### src/sv/lbr_pkg.sv
// ----------------------------------------------------------------------------
// lbr_pkg
// types and constants of the line and box rasterizer
// ----------------------------------------------------------------------------
package lbr_pkg;

  // coordinate widths
  localparam int X_BITS    = 9;
  localparam int Y_BITS    = 8;
  localparam int POS_W     = (X_BITS > Y_BITS) ? X_BITS : Y_BITS;
  localparam int ERR_W     = POS_W + 2;
  localparam int ADDR_W    = 32;
  localparam int COLOR_W   = 16;
  localparam int ROW_SHIFT = 10;
  localparam int CMD_W     = 2;

  // command codes
  localparam logic [CMD_W-1:0] CMD_TICK = 2'd0;
  localparam logic [CMD_W-1:0] CMD_LINE = 2'd1;
  localparam logic [CMD_W-1:0] CMD_BOX  = 2'd2;

  // input word
  typedef struct packed {
    logic [CMD_W-1:0]   command;
    logic [X_BITS-1:0]  x_a;
    logic [Y_BITS-1:0]  y_a;
    logic [X_BITS-1:0]  x_b;
    logic [Y_BITS-1:0]  y_b;
    logic [COLOR_W-1:0] pen_color;
  } in_word_t;

  // result word
  typedef struct packed {
    logic               pixel_valid;
    logic [X_BITS-1:0]  pixel_x;
    logic [Y_BITS-1:0]  pixel_y;
    logic [ADDR_W-1:0]  pixel_address;
    logic [COLOR_W-1:0] pixel_color;
    logic               last_pixel;
    logic               busy_res;
  } out_word_t;

endpackage

### src/sv/line_and_box_rasterizer.sv
// ----------------------------------------------------------------------------
// line_and_box_rasterizer
// Bresenham line and filled box rasterizer with frame address generation
// ----------------------------------------------------------------------------
// channel | direction | handshake          | word
// in      | input     | in_valid/in_stall  | command, endpoints, color
// out     | output    | out_valid/out_stall| pixel, address, flags
// cfg     | input     | cfg_wr_en          | frame base address
//
// one word in per cycle unless in_stall, one registered result word per word in
// the throughput is set by the combinational error step and the 32-bit address add
// a two-entry output stage (result register plus skid) keeps input flowing
// while the result side stalls; in_stall rises only when both are full
// rst_n is synchronous and clears the shape, the output stage and frame_base
// ----------------------------------------------------------------------------
module line_and_box_rasterizer (
  input  logic                    clk,
  input  logic                    rst_n,
  input  logic                    cfg_wr_en,
  input  logic [lbr_pkg::ADDR_W-1:0] cfg_wr_data,
  input  logic                    in_valid,
  output logic                    in_stall,
  input  lbr_pkg::in_word_t       in_word,
  output logic                    out_valid,
  input  logic                    out_stall,
  output lbr_pkg::out_word_t      out_word
);

  localparam int XW = lbr_pkg::X_BITS;
  localparam int YW = lbr_pkg::Y_BITS;
  localparam int PW = lbr_pkg::POS_W;
  localparam int EW = lbr_pkg::ERR_W;
  localparam int AW = lbr_pkg::ADDR_W;
  localparam int CW = lbr_pkg::COLOR_W;

  // configuration
  logic [AW-1:0] frame_base_r;

  // shape state
  logic          drawing_active_r, drawing_active_nxt;
  logic          box_mode_r, box_mode_nxt;
  logic          steep_swap_r, steep_swap_nxt;
  logic [PW-1:0] major_pos_r, major_pos_nxt;
  logic [PW-1:0] major_end_r, major_end_nxt;
  logic [PW-1:0] minor_pos_r, minor_pos_nxt;
  logic signed [EW-1:0] step_error_r, step_error_nxt;
  logic [PW-1:0] major_delta_r, major_delta_nxt;
  logic [PW-1:0] minor_delta_r, minor_delta_nxt;
  logic          minor_down_r, minor_down_nxt;
  logic [CW-1:0] held_color_r, held_color_nxt;
  logic [XW-1:0] box_column_r, box_column_nxt;
  logic [XW-1:0] box_column_end_r, box_column_end_nxt;
  logic [YW-1:0] box_row_start_r, box_row_start_nxt;
  logic [YW-1:0] box_row_end_r, box_row_end_nxt;

  // output stage
  logic               out_valid_r, out_valid_nxt;
  lbr_pkg::out_word_t out_word_r, out_word_nxt;
  logic               skid_valid_r, skid_valid_nxt;
  lbr_pkg::out_word_t skid_word_r, skid_word_nxt;

  // working signals
  logic               in_take;
  logic               out_take;
  lbr_pkg::out_word_t res;
  logic [XW-1:0]      dx;
  logic [YW-1:0]      dy;
  logic               steep;
  logic [PW-1:0]      ma, mb, na, nb;
  logic [PW-1:0]      line_delta;
  logic [XW-1:0]      col_lo, col_hi;
  logic [YW-1:0]      row_lo, row_hi;
  logic signed [EW-1:0] err_sum;
  logic [PW-1:0]      major_inc;
  logic [XW-1:0]      column_inc;
  logic [XW-1:0]      px;
  logic [YW-1:0]      py;
  logic               last;

  assign in_stall  = skid_valid_r;
  assign in_take   = in_valid & ~skid_valid_r;
  assign out_take  = out_valid_r & ~out_stall;
  assign out_valid = out_valid_r;
  assign out_word  = out_word_r;

  // line setup: axis swap and ordering of endpoints
  always_comb begin
    dx = (in_word.x_a > in_word.x_b) ? in_word.x_a - in_word.x_b
                                     : in_word.x_b - in_word.x_a;
    dy = (in_word.y_a > in_word.y_b) ? in_word.y_a - in_word.y_b
                                     : in_word.y_b - in_word.y_a;
    steep = PW'(dy) > PW'(dx);
    if (steep) begin
      ma = PW'(in_word.y_a);
      mb = PW'(in_word.y_b);
      na = PW'(in_word.x_a);
      nb = PW'(in_word.x_b);
    end else begin
      ma = PW'(in_word.x_a);
      mb = PW'(in_word.x_b);
      na = PW'(in_word.y_a);
      nb = PW'(in_word.y_b);
    end
    if (ma > mb) begin
      {ma, mb} = {mb, ma};
      {na, nb} = {nb, na};
    end
    line_delta = mb - ma;
  end

  // box setup: corner ordering
  always_comb begin
    col_lo = (in_word.x_a < in_word.x_b) ? in_word.x_a : in_word.x_b;
    col_hi = (in_word.x_a < in_word.x_b) ? in_word.x_b : in_word.x_a;
    row_lo = (in_word.y_a < in_word.y_b) ? in_word.y_a : in_word.y_b;
    row_hi = (in_word.y_a < in_word.y_b) ? in_word.y_b : in_word.y_a;
  end

  // one step of the shape and the result word
  always_comb begin
    drawing_active_nxt = drawing_active_r;
    box_mode_nxt       = box_mode_r;
    steep_swap_nxt     = steep_swap_r;
    major_pos_nxt      = major_pos_r;
    major_end_nxt      = major_end_r;
    minor_pos_nxt      = minor_pos_r;
    step_error_nxt     = step_error_r;
    major_delta_nxt    = major_delta_r;
    minor_delta_nxt    = minor_delta_r;
    minor_down_nxt     = minor_down_r;
    held_color_nxt     = held_color_r;
    box_column_nxt     = box_column_r;
    box_column_end_nxt = box_column_end_r;
    box_row_start_nxt  = box_row_start_r;
    box_row_end_nxt    = box_row_end_r;
    res                = '0;
    px                 = '0;
    py                 = '0;
    last               = 1'b0;
    err_sum            = step_error_r + $signed({2'b00, minor_delta_r});
    major_inc          = major_pos_r + PW'(1);
    column_inc         = box_column_r + XW'(1);

    case (in_word.command)
      lbr_pkg::CMD_LINE: begin
        held_color_nxt     = in_word.pen_color;
        steep_swap_nxt     = steep;
        major_pos_nxt      = ma;
        major_end_nxt      = mb;
        minor_pos_nxt      = na;
        major_delta_nxt    = line_delta;
        minor_delta_nxt    = (na > nb) ? na - nb : nb - na;
        minor_down_nxt     = !(na < nb);
        step_error_nxt     = -$signed({2'b00, line_delta >> 1});
        box_mode_nxt       = 1'b0;
        drawing_active_nxt = line_delta != '0;
        res.busy_res       = drawing_active_nxt;
      end
      lbr_pkg::CMD_BOX: begin
        held_color_nxt     = in_word.pen_color;
        box_column_nxt     = col_lo;
        box_column_end_nxt = col_hi;
        box_row_start_nxt  = row_lo;
        box_row_end_nxt    = row_hi;
        major_pos_nxt      = PW'(row_lo);
        box_mode_nxt       = 1'b1;
        drawing_active_nxt = (col_lo < col_hi) && (row_lo < row_hi);
        res.busy_res       = drawing_active_nxt;
      end
      default: begin
        // tick, and the unused code that acts as one
        if (drawing_active_r) begin
          if (box_mode_r) begin
            px            = box_column_r;
            py            = major_pos_r[YW-1:0];
            major_pos_nxt = major_inc;
            if (major_inc >= PW'(box_row_end_r)) begin
              major_pos_nxt  = PW'(box_row_start_r);
              box_column_nxt = column_inc;
              if (column_inc >= box_column_end_r) begin
                last               = 1'b1;
                drawing_active_nxt = 1'b0;
              end
            end
          end else begin
            if (steep_swap_r) begin
              px = minor_pos_r[XW-1:0];
              py = major_pos_r[YW-1:0];
            end else begin
              px = major_pos_r[XW-1:0];
              py = minor_pos_r[YW-1:0];
            end
            // bresenham error step
            step_error_nxt = err_sum;
            if (err_sum >= 0) begin
              minor_pos_nxt  = minor_down_r ? minor_pos_r - PW'(1) : minor_pos_r + PW'(1);
              step_error_nxt = err_sum - $signed({2'b00, major_delta_r});
            end
            major_pos_nxt = major_inc;
            if (major_inc >= major_end_r) begin
              last               = 1'b1;
              drawing_active_nxt = 1'b0;
            end
          end
          res.pixel_valid   = 1'b1;
          res.pixel_x       = px;
          res.pixel_y       = py;
          res.pixel_address = frame_base_r + (AW'(py) << lbr_pkg::ROW_SHIFT)
                              + (AW'(px) << 1);
          res.pixel_color   = held_color_r;
          res.last_pixel    = last;
          res.busy_res      = drawing_active_nxt;
        end
      end
    endcase
  end

  // output register and skid entry
  always_comb begin
    out_valid_nxt  = out_valid_r;
    out_word_nxt   = out_word_r;
    skid_valid_nxt = skid_valid_r;
    skid_word_nxt  = skid_word_r;
    if (out_take || !out_valid_r) begin
      if (skid_valid_r) begin
        out_valid_nxt  = 1'b1;
        out_word_nxt   = skid_word_r;
        skid_valid_nxt = 1'b0;
      end else begin
        out_valid_nxt = in_take;
        out_word_nxt  = res;
      end
    end else if (in_take) begin
      skid_valid_nxt = 1'b1;
      skid_word_nxt  = res;
    end
  end

  // control registers
  always_ff @(posedge clk) begin
    if (!rst_n) begin
      frame_base_r     <= '0;
      drawing_active_r <= 1'b0;
      box_mode_r       <= 1'b0;
      out_valid_r      <= 1'b0;
      skid_valid_r     <= 1'b0;
    end else begin
      if (cfg_wr_en) begin
        frame_base_r <= cfg_wr_data;
      end
      if (in_take) begin
        drawing_active_r <= drawing_active_nxt;
        box_mode_r       <= box_mode_nxt;
      end
      out_valid_r  <= out_valid_nxt;
      skid_valid_r <= skid_valid_nxt;
    end
  end

  // shape payload and result words
  always_ff @(posedge clk) begin
    if (in_take) begin
      steep_swap_r     <= steep_swap_nxt;
      major_pos_r      <= major_pos_nxt;
      major_end_r      <= major_end_nxt;
      minor_pos_r      <= minor_pos_nxt;
      step_error_r     <= step_error_nxt;
      major_delta_r    <= major_delta_nxt;
      minor_delta_r    <= minor_delta_nxt;
      minor_down_r     <= minor_down_nxt;
      held_color_r     <= held_color_nxt;
      box_column_r     <= box_column_nxt;
      box_column_end_r <= box_column_end_nxt;
      box_row_start_r  <= box_row_start_nxt;
      box_row_end_r    <= box_row_end_nxt;
    end
    out_word_r  <= out_word_nxt;
    skid_word_r <= skid_word_nxt;
  end

endmodule

### config.mk
export PLATFORM = sky130hd
export DESIGN_NAME = line_and_box_rasterizer
export DESIGN_NICKNAME = d
export VERILOG_FILES = /design/src/sv/lbr_pkg.sv /design/src/sv/line_and_box_rasterizer.sv
export SDC_FILE = /design/constraint.sdc
export NUM_CORES = 1
export LEC_CHECK = 0
export BUFFER_PORTS_ARGS = -buffer_cell sky130_fd_sc_hd__clkbuf_2
export CAP_MARGIN = 20
export CORE_AREA = 5 5 189 191
export DETAILED_ROUTE_END_ITERATION = 8
export DIE_AREA = 0 0 194 196
export HOLD_SLACK_MARGIN = 0.12
export PLACE_DENSITY = 0.73
export SLEW_MARGIN = 15
export SYNTH_ARGS = -nofsm -noshare
export SYNTH_HDL_FRONTEND = slang
export SYNTH_SLANG_ARGS = --single-unit
export TNS_END_PERCENT = 5
### constraint.sdc
create_clock -name clk -period 27.5 [get_ports clk]
set_clock_uncertainty 0.1 [all_clocks]
set_input_delay 5.5 -clock clk [delete_from_list [all_inputs] [get_ports clk]]
set_output_delay 5.5 -clock clk [all_outputs]
set_load 0.02 [all_outputs]
==> results of run 1 <==
area by class of cell:
type                       count  area [um^2]
clock buffer                  42          877
clock inverter                14          180
timing repair buffer         180          966
multi-input combinational   1324         9470
sequential                   280         8050
inverter                     157          589
tap                          455          569
fill                        2810        13200
through the flow:
step	power, mW	std cells
floorplan	1.34	1839
global placement	1.56	2394
detailed placement	1.58	2394
CTS	2.01	2450
global route	2.16	2452
finish	2.02	2452
sequential cells by signal (all words and copies together) (netlist names), 8 cells and up:
| register | flops |
|---|---|
| skid_word_r | 68 |
| major_pos_r | 9 |
| box_row_start_r | 8 |
| out_word | 68 |
| minor_delta_r | 9 |
| held_color_r | 16 |
| box_column_end_r | 9 |
| minor_pos_r | 9 |
| box_row_end_r | 8 |
| frame_base_r | 32 |
| major_delta_r | 9 |
| step_error_r | 11 |
| box_column_r | 9 |
| major_end_r | 9 |
worst max-delay path, delay by kind of cell:
family	cells	cell delay, ns
AOI/OAI and AO/OA	23	4.80
adders and majority gates	5	1.64
xor gates and xnor gates	2	0.25
buffers and inverters	7	1.83
and+or+nand+nor	10	2.33
muxes	3	0.80
power by group through the flow:
stage               sequential, mW  clock [mW]  combinational, mW
floorplan                    0.577           0              0.767
global placement             0.570           0              0.985
detailed placement           0.572           0               1.01
CTS                          0.564       0.428               1.02
global route                 0.567       0.447               1.15
finish                       0.563       0.422               1.03
worst max-delay path by stage:
stage	to	slack, ns	cells past startpoint
CTS	minor_delta_r[8]	10.68	50
global route	minor_delta_r[8]	9.47	52
finish	minor_delta_r[8]	10.53	50
global placement	minor_delta_r[8]	10.54	50
detailed placement	minor_delta_r[8]	10.15	50
floorplan	minor_delta_r[8]	10.99	54
metal layers:
layer | vias to the layer above | GRT usage, % | part of all wire, %
met1 | 6832 | 35.1 | 44
met2 | 600 | 40.8 | 45
met4 | 0 | 10.1 | 4.5
met3 | 126 | 3.33 | 6.7
met5 | - | 0 | 0
li1 | 6897 | - | -
logic make-up (layout without fill, tap and decap cells):
family                     count (synthesis)  count (layout)  share of synthesized area [%]
muxes                                    135             135                           7.72
DFF                                      280             280                           43.8
adders and majority gates                150             150                           10.6
buffers and inverters                    235             393                           4.95
xor gates and xnor gates                  89              89                           4.28
and+or+nand+nor                          531             531                           13.9
AOI/OAI and AO/OA                        419             419                           14.8
cells in the final DEF, fill, tap and decap left out, types with 6 or more instances in the layout:
cell       instances
o21a_1             8
clkbuf_2         158
dfxtp_1           35
or3_1              7
clkinv_2           7
fa_1              10
nor4_1             8
a211oi_1          10
o21bai_1          13
and2_1            18
o22ai_1           14
inv_1            157
nor3_1            17
mux2_2            44
o211ai_1           7
clkbuf_8           6
a221oi_1          10
buf_4             20
nand4_1           13
mux2i_1           89
edfxtp_1         244
nand2_1          167
ha_1             140
nor2b_1           54
a31oi_1           19
xor2_1            35
o31ai_1           32
nand2b_1          14
a21oi_1          121
clkbuf_16         31
and3_1            34
xnor2_1           53
o21ai_0          100
nand3_1           34
nor2_1           134
a21o_1            34
==> flow_metrics.tcl, run 1 <==
set metrics [dict create \
    status "complete, no violations" \
    synth-seq-cells 280 \
    post_cts_buffers 0 \
    hold_path_depth 2 \
    whs_endpoint "out_word[24]" \
    grtUsageTotal_pct 25.3 \
    clockPowerShare_pct 20.9 \
    pre_cts_ws_ns 10.15 \
    syn-num-nets 2078 \
    place_area_um2 19600 \
    cts_hold_buf 0 \
    avgSynthCellArea_um2 10.0 \
    p_leak_nw 8.94 \
    crit_path_end_kind "flip-flop" \
    grt_remaining_overflow 0 \
    crit_path_max_fanout 70 \
    cts_max_path_buffers 3 \
    p_sw_share_pct 40.1 \
    h-tree-depth 1 \
    cpMostUsedCell "o21ai_0" \
    critPathArrivalTime_ns 17.17 \
    synth_edf_count 244 \
    ir_drop_mv 0.0685 \
    r2r-end "out_word[37]" \
    routed_wl_um 49300 \
    cts_tree "yes" \
    numCtsBuffers 30 \
    reg2reg_depth 16 \
    antenna_found_initial 0 \
    critPathKind "input port to flip-flop" \
    max_freq_mhz 58.9 \
    route.detailed.drc 0 \
    wl_per_cell_um 20.1 \
    ant_nets 0 \
    ys_seq_area_share_pct 43.8 \
    final_area_um2 20700 \
    power_frac_seq_pct 28.0 \
    hold_violations 0 \
    drive_above_1_share_pct 15.4 \
    vias 14500 \
    syn_area_um2 18400 \
    clk_pin_slew_ns 0.06 \
    io_pins 159 \
    fin_tns_setup_ns 0 \
    start_kind "input port" \
    crit_path_start "in_word[33]" \
    port_buffers 158 \
    hold_path.class "flip-flop to flip-flop" \
    p_per_area_nw_per_um2 97.4 \
    postLayoutCoreUtil_pct 61.0 \
    p_switching_mw 0.808 \
    finalWeightedCongestion 0.975 \
    drv_cap 0 \
    timing.hold.ws_ns 0.425 \
    viasPerCell 5.90 \
    drv_slew 0 \
    die_w_um 194 \
    drt_iter0_markers 1223 \
    coreArea_um2 33900 \
    yosysMostFrequentCell "edfxtp_1" \
    setup_ws_ns 10.53 \
    ys.warnings.count 0 \
    cts_sinks 280 \
    syn_to_final_growth_pct 12.6 \
    rsz0062_at_grt "false" \
    clock_latency_ns 0.56 \
    min_from "skid_word_r[24]" \
    grt_pass1_vias 14200 \
    nNetsFinal 2212 \
    r2r-start "steep_swap_r" \
    ff2ff_setup_slack_ns 22.64 \
    ys.flop_type "edfxtp_1" \
    start_util_pct 54.2 \
    synth_area_leader_cell "edfxtp_1" \
    tightest_slew_ns 0.978 \
    synth_common_cells "edfxtp_1, nand2_1, inv_1" \
    clock-root-buffer "clkbuf_16" \
    synth_cell_types 83 \
    grt_max_degree 71 \
    layout_worst_path_cycle_share_pct 61.7 \
    post_cts_resized 0 \
    power.share.combinational_pct 51.1 \
    first_pass_iters 5 \
    async_flop_share_pct 0 \
    fin_crit_ns 16.97 \
    die_h_um 196 \
    synth.top_cell.area_share_pct 39.8 \
    dieArea_um2 38000 \
    num_rows 68 \
    diodes 0 \
    slowest_delay_ns 0.61 \
    cp.required_ns 27.70 \
    ys_top_cells_by_area "edfxtp_1, ha_1, mux2i_1" \
    syn_inst 1839 \
    cp_slowest_cell "buf_4" \
    setup_viol_count_final 0 \
    relSlewSlack_pct 34.5 \
    p_int_mw 1.21 \
    grt_pass1_wl_um 78200 \
    hpwl_um 37200 \
]
Note: power is estimated with default switching activity, not from simulation.
==> inputs of run 2 (changes only) <==
Settings changed: PLACE_DENSITY 0.73 to 0.76.
Clock period 27.5 ns to 13.9 ns, I/O delays scaled along.
==> run 2 against run 1 <==
Against the previous run:
- power grew 98%
- highest routed layer is now met5
- global-route usage barely moved
- sequential cell count unchanged
- core utilization rose by 0.18 points
- wire length is 0.87% higher
- sequential power grew 97%
- worst setup slack lost 9.7 ns
- hold slack got worse by 0.0059 ns
==> flow_metrics.tcl, run 2 (same netlist as run 1, synthesis figures left out) <==
set metrics [dict create \
    p_sw_share_pct 40.3 \
    nFillCells 2805 \
    tightest_slew_ns 0.978 \
    drive_above_1_share_pct 15.9 \
    cts_sinks 280 \
    crit_path_end_kind "flip-flop" \
    critPathKind "input port to flip-flop" \
    clockPowerShare_pct 20.0 \
    route.detailed.drc 0 \
    drv_cap 0 \
    final_area_um2 20800 \
    grt_pass1_wl_um 78200 \
    num_rows 68 \
    cp.required_ns 14.10 \
    first_pass_iters 6 \
    syn_to_final_growth_pct 12.9 \
    p_leak_nw 8.98 \
    hold_violations 0 \
    instances_no_fill 2463 \
    min_from "skid_word_r[42]" \
    numCtsBuffers 29 \
    ir_drop_mv 0.150 \
    antenna_found_initial 2 \
    cts_hold_buf 0 \
    hold_path.class "flip-flop to flip-flop" \
    post_cts_resized 0 \
    layout_common_cells "edfxtp_1, nand2_1, clkbuf_2" \
    dp_cells 2409 \
    crit_path_max_fanout 13 \
    ant_nets 0 \
    start_util_pct 54.2 \
    start_kind "input port" \
    grtUsageTotal_pct 25.3 \
    io_pins 159 \
    postLayoutCoreUtil_pct 61.2 \
    total_power_mw 3.98 \
    p_switching_mw 1.60 \
    fin_tns_setup_ns 0 \
    power_frac_seq_pct 28.0 \
    hold_path_depth 2 \
    diodes 0 \
    critPathArrivalTime_ns 13.27 \
    final_common_cell "edfxtp_1" \
    regArea_um2 8050 \
    cts_tree "yes" \
    relSlewSlack_pct 34.7 \
    drv_slew 0 \
    viasPerCell 5.85 \
    ff2ff_setup_slack_ns 8.99 \
    setup_viol_count_final 0 \
    max_freq_mhz 76.5 \
    wl_per_cell_um 20.2 \
    die_w_um 194 \
    finalWeightedCongestion 1.03 \
    whs_endpoint "out_word[42]" \
    p_int_mw 2.38 \
    dieArea_um2 38000 \
    hpwl_um 38000 \
    port_buffers 158 \
    vias 14400 \
    multi_input_area_um2 9480 \
    r2r-end "out_word[37]" \
    cp_slowest_cell "a2111oi_0" \
    routed_wl_um 49800 \
    setup_ws_ns 0.828 \
    cpMostUsedCell "o21ai_0" \
    fin_crit_ns 13.07 \
    p_per_area_nw_per_um2 192 \
    nNetsFinal 2225 \
    post_cts_buffers 0 \
    reg2reg_depth 16 \
    pre_cts_ws_ns 0.421 \
    clk_pin_slew_ns 0.06 \
    coreArea_um2 33900 \
    grt_remaining_overflow 0 \
    layout_worst_path_cycle_share_pct 94.0 \
    rsz0062_at_grt "false" \
    r2r-start "steep_swap_r" \
    place_area_um2 19700 \
    status "complete, no violations" \
    drt_iter0_markers 1037 \
    cts_max_path_buffers 3 \
    power.share.combinational_pct 52.1 \
    clock_latency_ns 0.55 \
    h-tree-depth 1 \
    grt_max_degree 72 \
    slowest_delay_ns 0.49 \
    die_h_um 196 \
    timing.hold.ws_ns 0.419 \
    grt_pass1_vias 14300 \
    clock-root-buffer "clkbuf_16" \
]
==> run 2: cell count changes in the layout (fill, tap and decap cells not counted), sizes merged <==
cell / before / now
bufinv: 4 / 3
inv: 157 / 159
buf: 22 / 36
clkinv: 9 / 8
clkbuf: 200 / 197
==> run 2: cell type report <==
class / instances / area share, %
inverter: 157 / 2.84
sequential: 280 / 38.8
timing repair buffer: 194 / 5.21
multi-input combinational: 1324 / 45.6
clock inverter: 14 / 0.789
tap: 455 / 2.74
clock buffer: 39 / 4.01
==> run 2: layer usage <==
layer,track usage (%),vias up,share of wire (%)
met1,34.5,6797,43
met3,3.28,112,7.0
li1,-,6913,-
met2,42.1,580,46
met5,0,-,0.040
met4,9.06,4,4.0
==> run 2: how the worst max path moves through the flow <==
stage	start	endpoint	slack (ns)
6_report	in_word[33]	minor_delta_r[8]	0.83
5_1_grt	in_word[33]	minor_delta_r[8]	0.06
4_1_cts	in_word[33]	minor_delta_r[8]	1.01
3_5_place_dp	in_word[33]	minor_delta_r[8]	0.42
3_3_place_gp	in_word[33]	minor_delta_r[8]	0.80
2_1_floorplan	in_word[33]	minor_delta_r[8]	0.11
==> run 2: power by group through the flow <==
stage          Combinational, mW  Sequential, mW  Clock (mW)
2_1_floorplan               1.52            1.14           0
3_3_place_gp                1.99            1.13           0
3_5_place_dp                2.03            1.13           0
4_1_cts                     2.05            1.11       0.810
5_1_grt                     2.29            1.12       0.848
6_report                    2.07            1.11       0.796
==> run 2: worst max-delay path: cells and delay by family <==
family	cells	cell delay, ns
xor gates and xnor gates	2	0.30
buffers and inverters	6	0.83
adders and majority gates	5	1.49
muxes	2	0.64
and+or+nand+nor	9	1.66
AOI/OAI and AO/OA	25	5.55
